File: src/sv/slir_pkg.sv
package slir_pkg;

    localparam int DEF_CAPACITY = 16;
    localparam int DATA_W       = 32;
    localparam int CNT_OUT_W    = 5;

    typedef enum logic {
        ST_IDLE,
        ST_EXEC
    } t_state;

    typedef enum logic {
        OP_INSERT = 1'b0,
        OP_REMOVE = 1'b1
    } t_op;

    typedef struct packed {
        logic load;
        logic exec;
    } t_cmd;

endpackage

File: src/sv/slir_ctrl.sv
module slir_ctrl
    import slir_pkg::*;
(
    input  logic i_clk,
    input  logic i_rst_n,
    input  logic start,
    output logic busy,
    output t_cmd o_cmd
);

    t_state r_state;
    t_state n_state;

    always_ff @(posedge i_clk) begin
        if (!i_rst_n) begin
            r_state <= ST_IDLE;
        end else begin
            r_state <= n_state;
        end
    end

    always_comb begin
        n_state = r_state;
        unique case (r_state)
            ST_IDLE: begin
                if (start) begin
                    n_state = ST_EXEC;
                end
            end
            ST_EXEC: begin
                n_state = ST_IDLE;
            end
            default: begin
                n_state = ST_IDLE;
            end
        endcase
    end

    always_comb begin
        o_cmd.load = 1'b0;
        o_cmd.exec = 1'b0;
        busy       = 1'b0;
        unique case (r_state)
            ST_IDLE: begin
                o_cmd.load = start;
            end
            ST_EXEC: begin
                o_cmd.exec = 1'b1;
                busy       = 1'b1;
            end
            default: begin
                busy = 1'b0;
            end
        endcase
    end

endmodule

File: src/sv/slir_dpath.sv
module slir_dpath
    import slir_pkg::*;
#(
    parameter int CAPACITY = DEF_CAPACITY
) (
    input  logic                        i_clk,
    input  logic                        i_rst_n,
    input  t_cmd                        i_cmd,
    input  logic                        i_opcode,
    input  logic signed [DATA_W-1:0]    i_value,
    output logic                        o_valid,
    output logic                        o_ok,
    output logic        [CNT_OUT_W-1:0] o_entry_count
);

    localparam int CW = $clog2(CAPACITY + 1);

    logic signed [DATA_W-1:0] r_entries [CAPACITY];
    logic signed [DATA_W-1:0] n_entries [CAPACITY];
    logic        [CW-1:0]     r_count;
    logic        [CW-1:0]     n_count;
    logic                     r_op;
    logic signed [DATA_W-1:0] r_val;
    logic                     r_valid;
    logic                     r_ok;
    logic                     n_ok;
    logic        [CAPACITY-1:0] w_lt;
    logic        [CAPACITY-1:0] w_eq;
    logic                     w_full;
    logic                     w_found;
    logic        [CW+CNT_OUT_W-1:0] w_cnt_ext;

    // per-cell compare against the item value
    always_comb begin
        for (int i = 0; i < CAPACITY; i++) begin
            w_lt[i] = (CW'(i) < r_count) && (r_entries[i] < r_val);
            w_eq[i] = (CW'(i) < r_count) && (r_entries[i] == r_val);
        end
    end

    assign w_full  = (r_count == CW'(CAPACITY));
    assign w_found = |w_eq;

    always_comb begin
        for (int i = 0; i < CAPACITY; i++) begin
            n_entries[i] = r_entries[i];
        end
        n_count = r_count;
        n_ok    = 1'b0;
        if (r_op == OP_INSERT) begin
            if (!w_full) begin
                n_ok    = 1'b1;
                n_count = r_count + CW'(1);
                for (int i = 0; i < CAPACITY; i++) begin
                    if (!w_lt[i]) begin
                        if (i == 0) begin
                            n_entries[i] = r_val;
                        end else if (w_lt[i-1]) begin
                            n_entries[i] = r_val;
                        end else begin
                            n_entries[i] = r_entries[i-1];
                        end
                    end
                end
            end
        end else begin
            if (w_found) begin
                n_ok    = 1'b1;
                n_count = r_count - CW'(1);
                for (int i = 0; i < CAPACITY - 1; i++) begin
                    if (!w_lt[i]) begin
                        n_entries[i] = r_entries[i+1];
                    end
                end
            end
        end
    end

    always_ff @(posedge i_clk) begin
        if (i_cmd.load) begin
            r_op  <= i_opcode;
            r_val <= i_value;
        end
        if (i_cmd.exec) begin
            r_ok <= n_ok;
            for (int i = 0; i < CAPACITY; i++) begin
                r_entries[i] <= n_entries[i];
            end
        end
    end

    always_ff @(posedge i_clk) begin
        if (!i_rst_n) begin
            r_count <= '0;
            r_valid <= 1'b0;
        end else begin
            r_valid <= i_cmd.exec;
            if (i_cmd.exec) begin
                r_count <= n_count;
            end
        end
    end

    assign w_cnt_ext     = {{CNT_OUT_W{1'b0}}, r_count};
    assign o_valid       = r_valid;
    assign o_ok          = r_ok;
    assign o_entry_count = w_cnt_ext[CNT_OUT_W-1:0];

endmodule

File: src/sv/sorted_list_insert_remove.sv
// an item is latched on acceptance, then ST_EXEC writes the list and registers o_valid
// items are taken only while busy is low; busy is high for the single compare-and-shift cycle
// all register cells compare and shift in parallel in that cycle
// reset: synchronous active low, empties the list (count 0), no clearing pass
// the result strobe lasts one cycle and cannot be stalled by the receiver
module sorted_list_insert_remove
    import slir_pkg::*;
#(
    parameter int CAPACITY = DEF_CAPACITY
) (
    input  logic                        i_clk,
    input  logic                        i_rst_n,
    input  logic                        start,
    output logic                        busy,
    input  logic                        i_opcode,
    input  logic signed [DATA_W-1:0]    i_value,
    output logic                        o_valid,
    output logic                        o_ok,
    output logic        [CNT_OUT_W-1:0] o_entry_count
);

    t_cmd w_cmd;

    slir_ctrl u_ctrl (
        .i_clk   (i_clk),
        .i_rst_n (i_rst_n),
        .start   (start),
        .busy    (busy),
        .o_cmd   (w_cmd)
    );

    slir_dpath #(
        .CAPACITY (CAPACITY)
    ) u_dpath (
        .i_clk         (i_clk),
        .i_rst_n       (i_rst_n),
        .i_cmd         (w_cmd),
        .i_opcode      (i_opcode),
        .i_value       (i_value),
        .o_valid       (o_valid),
        .o_ok          (o_ok),
        .o_entry_count (o_entry_count)
    );

`ifndef SYNTHESIS
    a_accept_busy: assert property (@(posedge i_clk) disable iff (!i_rst_n)
        (start && !busy) |=> busy)
        else $error("accepted item did not start work");

    a_busy_result: assert property (@(posedge i_clk) disable iff (!i_rst_n)
        busy |=> (o_valid && !busy))
        else $error("work cycle did not give one result");

    a_result_once: assert property (@(posedge i_clk) disable iff (!i_rst_n)
        o_valid |=> !o_valid)
        else $error("result strobe longer than one cycle");

    a_reset_idle: assert property (@(posedge i_clk)
        !i_rst_n |=> (!busy && !o_valid))
        else $error("not idle after reset");
`endif

endmodule
File: config.mk
export PLATFORM = sky130hd
export DESIGN_NAME = sorted_list_insert_remove
export DESIGN_NICKNAME = d
export VERILOG_FILES = /design/src/sv/slir_pkg.sv /design/src/sv/slir_ctrl.sv /design/src/sv/slir_dpath.sv /design/src/sv/sorted_list_insert_remove.sv
export SDC_FILE = /design/constraint.sdc
export NUM_CORES = 2
export LEC_CHECK = 0
export BUFFER_PORTS_ARGS = -buffer_cell sky130_fd_sc_hd__buf_2
export CAP_MARGIN = 15
export CORE_UTILIZATION = 55
export CTS_BUF_LIST = sky130_fd_sc_hd__clkbuf_4 sky130_fd_sc_hd__clkbuf_8
export DETAILED_ROUTE_END_ITERATION = 6
export PLACE_DENSITY = 0.74
export SLEW_MARGIN = 10
export SYNTH_ARGS = -nofsm -noshare
export SYNTH_HDL_FRONTEND = slang
export SYNTH_SLANG_ARGS = --single-unit
File: constraint.sdc
create_clock -name i_clk -period 15.7 [get_ports i_clk]
set_clock_uncertainty 0.05 [all_clocks]
set_input_delay 4.71 -clock i_clk [delete_from_list [all_inputs] [get_ports i_clk]]
set_output_delay 4.71 -clock i_clk [all_outputs]
set_load 0.01 [all_outputs]
==> results_dict.tcl <==
set metrics [dict create \
    status "completed" \
    required_ns 10.94 \
    synthArstFlopShare_pct 0 \
    yosys.area.top_type "edfxtp_1" \
    path_delay_family "flip-flops" \
    gr-total-overflow 0 \
    grt_pass1_vias 29551 \
    vias 30449 \
    ys_ff_latch 553 \
    crit_buf_inv 1 \
    syn2layout_area_growth_pct 7.14 \
    crit_chain "buf_2" \
    final-max-slew-violation-count 0 \
    end_kind "output pin" \
    grt_antenna_before_repair 2 \
    rsz0062_at_grt "false" \
    grt_pass1_wl_mm 173 \
    row_count 96 \
    hold_viol_final 0 \
    synthFlopType "edfxtp_1" \
    cts_tree "yes" \
    placed_area_sq_um 39500 \
    numCtsBuffers 98 \
    ys_types 81 \
    regArea_sq_um 16500 \
    grt_use_total_pct 31.6 \
    io_buffers 43 \
    slew_headroom_pct 21.3 \
    post_cts_buffers 0 \
    crit_arrival_ns 1.74 \
    crit_fanout 16 \
    wl_mm 113 \
    ant_nets 0 \
    dp_hpwl_mm 79.5 \
    first_pass_iters 6 \
    drive_above_1_share_pct 8.97 \
    power_density_nw_per_um2 87.6 \
    synth.net_count 4231 \
    synth_top_area_share_pct 42.4 \
    netlist_top_cells_count "nand2_1 (581), edfxtp_1 (546), ha_1 (516)" \
    coreArea_sq_um 69100 \
    drc 0 \
    synth_edf_count 546 \
    critPathMaxStageDelay_ns 0.78 \
    h-tree-depth 3 \
    hold_buffers 0 \
    holdCritPathClass "flop to flop" \
    synth_area_per_cell_sq_um 10.5 \
    critPathLaunchType "flop" \
    period_needed_ns 6.50 \
    die-area_sq_um 71300 \
    die-width_microns 267 \
    cts_sinks 553 \
    irDropWorstVdd_v 0.0000671 \
    syn-cell-area_sq_um 38600 \
    fin_area_sq_um 41400 \
    multi_input_area_sq_um 20900 \
    fillerInstances 5782 \
    ys_warn_count 0 \
    setup_viol 0 \
    period_share_pct 41.4 \
    nets 4222 \
    synth_cells 3679 \
    final_cells 4677 \
    power_leakage_nw 17.1 \
    yosysMostFrequentCell "nand2_1" \
    path_clk_slew_ns 0.06 \
    cts_resized 0 \
    critPathSlowestCell "dfxtp_1" \
    yosys-top-cells-area "edfxtp_1 (42%), ha_1 (17%), mux2i_1 (11%), o21ai_0 (5.6%), nand2_1 (5.6%)" \
    clock_latency_ns 0.72 \
    finalPower_mw 3.63 \
    critPathKind "flop to output pin" \
    pin_count 44 \
    synth-seq-area-share_pct 42.8 \
    setup_tns_ns 0 \
    drt_iter0_drc 3544 \
    die_y_microns 267 \
    post_drt_via_cell_ratio 6.51 \
    fmax_mhz 154 \
    cts_buffer_depth 3 \
    whs_ns 0.522 \
    worst_pin_slew_ns 1.18 \
    root_buffer "clkbuf_8" \
    maxCapViolCount 0 \
    place_inst 4501 \
    gp_congestion 0.917 \
    wl_per_cell_microns 24.1 \
    grt_max_degree 220 \
    initial_core_util_pct 55.9 \
]
[layout make-up]
cell class | instances | share of cell area, %
well taps | 931 | 2.81
diodes | 1 | 0.00605
clock inverters | 36 | 0.369
clock buffers | 139 | 4.09
inverters | 70 | 0.635
multi-input cells | 2850 | 50.6
repair buffers | 97 | 1.53
flip-flops and latches | 553 | 40.0
[state kept, by name, summed over array words and instances, names as in the netlist]
name / count
u_dpath.o_valid: 1
u_dpath.r_entries: 512
u_dpath.o_ok: 1
u_ctrl.r_state: 1
u_dpath.o_entry_count: 5
u_dpath.r_val: 32
u_dpath.r_op: 1
[metrics by stage]
stage                     utilization, %  setup WS (ns)
after floorplan                        -           9.00
after global placement              57.2           9.46
after detailed placement            57.2           9.44
after CTS                           59.9           9.23
after global routing                59.9           9.16
final                               59.9           9.20
[layer usage]
| layer | up-vias | GRT usage [%] | wire, microns |
|---|---|---|---|
| met1 | 14641 | 42.7 | 46700 |
| met3 | 286 | 5.76 | 10400 |
| met5 | - | 1.46 | 156 |
| met4 | 4 | 14.3 | 4680 |
| met2 | 1509 | 49.1 | 50600 |
| li1 | 14009 | - | - |
[power by group]
part	leakage (nW)	internal, mW	switching [mW]
logic	11.1	0.197	0.351
clock network	0.990	0.689	0.631
registers	5.09	1.70	0.0624
[worst paths after layout]
kind | startpoint | to | slack (ns) | cells past startpoint
max | u_dpath.o_entry_count[3] | o_entry_count[3] | 9.20 | 1
min | u_dpath.r_entries[15][10] | u_dpath.r_entries[14][10] | 0.52 | 2
max reg2reg | u_dpath.r_val[27] | u_dpath.r_entries[4][21] | 9.78 | 11
min reg2reg | u_dpath.r_entries[15][10] | u_dpath.r_entries[14][10] | 0.52 | 2
[cell usage in the layout, fill, tap and decap left out, types with 6 or more instances in the layout]
master	n
nand2_1	581
buf_2	43
dfxtp_1	7
inv_1	70
nand4_1	111
mux2i_4	6
nor2_1	50
clkbuf_4	35
clkinv_2	11
nor2b_4	7
nor2b_1	17
a21oi_1	211
and4_1	13
clkbuf_8	104
nor4_1	24
a21o_1	51
o211ai_1	15
o21ai_1	72
nand2b_1	9
a211oi_1	14
nand3_1	77
edfxtp_1	546
a2111oi_0	9
nor3_1	21
buf_4	53
o311ai_0	32
o21ai_0	436
o21ba_2	11
ha_1	516
mux2i_1	418
and2_2	9
clkinv_1	24
mux2_2	37
o21a_1	13
[cell families (layout without fill, tap and decap cells)]
family	after synthesis	count (layout)	share of synthesized area, %
AO/OA/AOI/OAI	923	923	13.7
multiplexers	462	462	12.2
buffers and inverters	276	342	3.40
adder cells (fa/ha/maj)	516	516	16.7
AND/OR/NAND/NOR	947	947	11.2
XOR/XNOR	2	2	0.0454
other	0	1	0
flip-flops	553	553	42.8
Power figures use the tool's default switching activity.
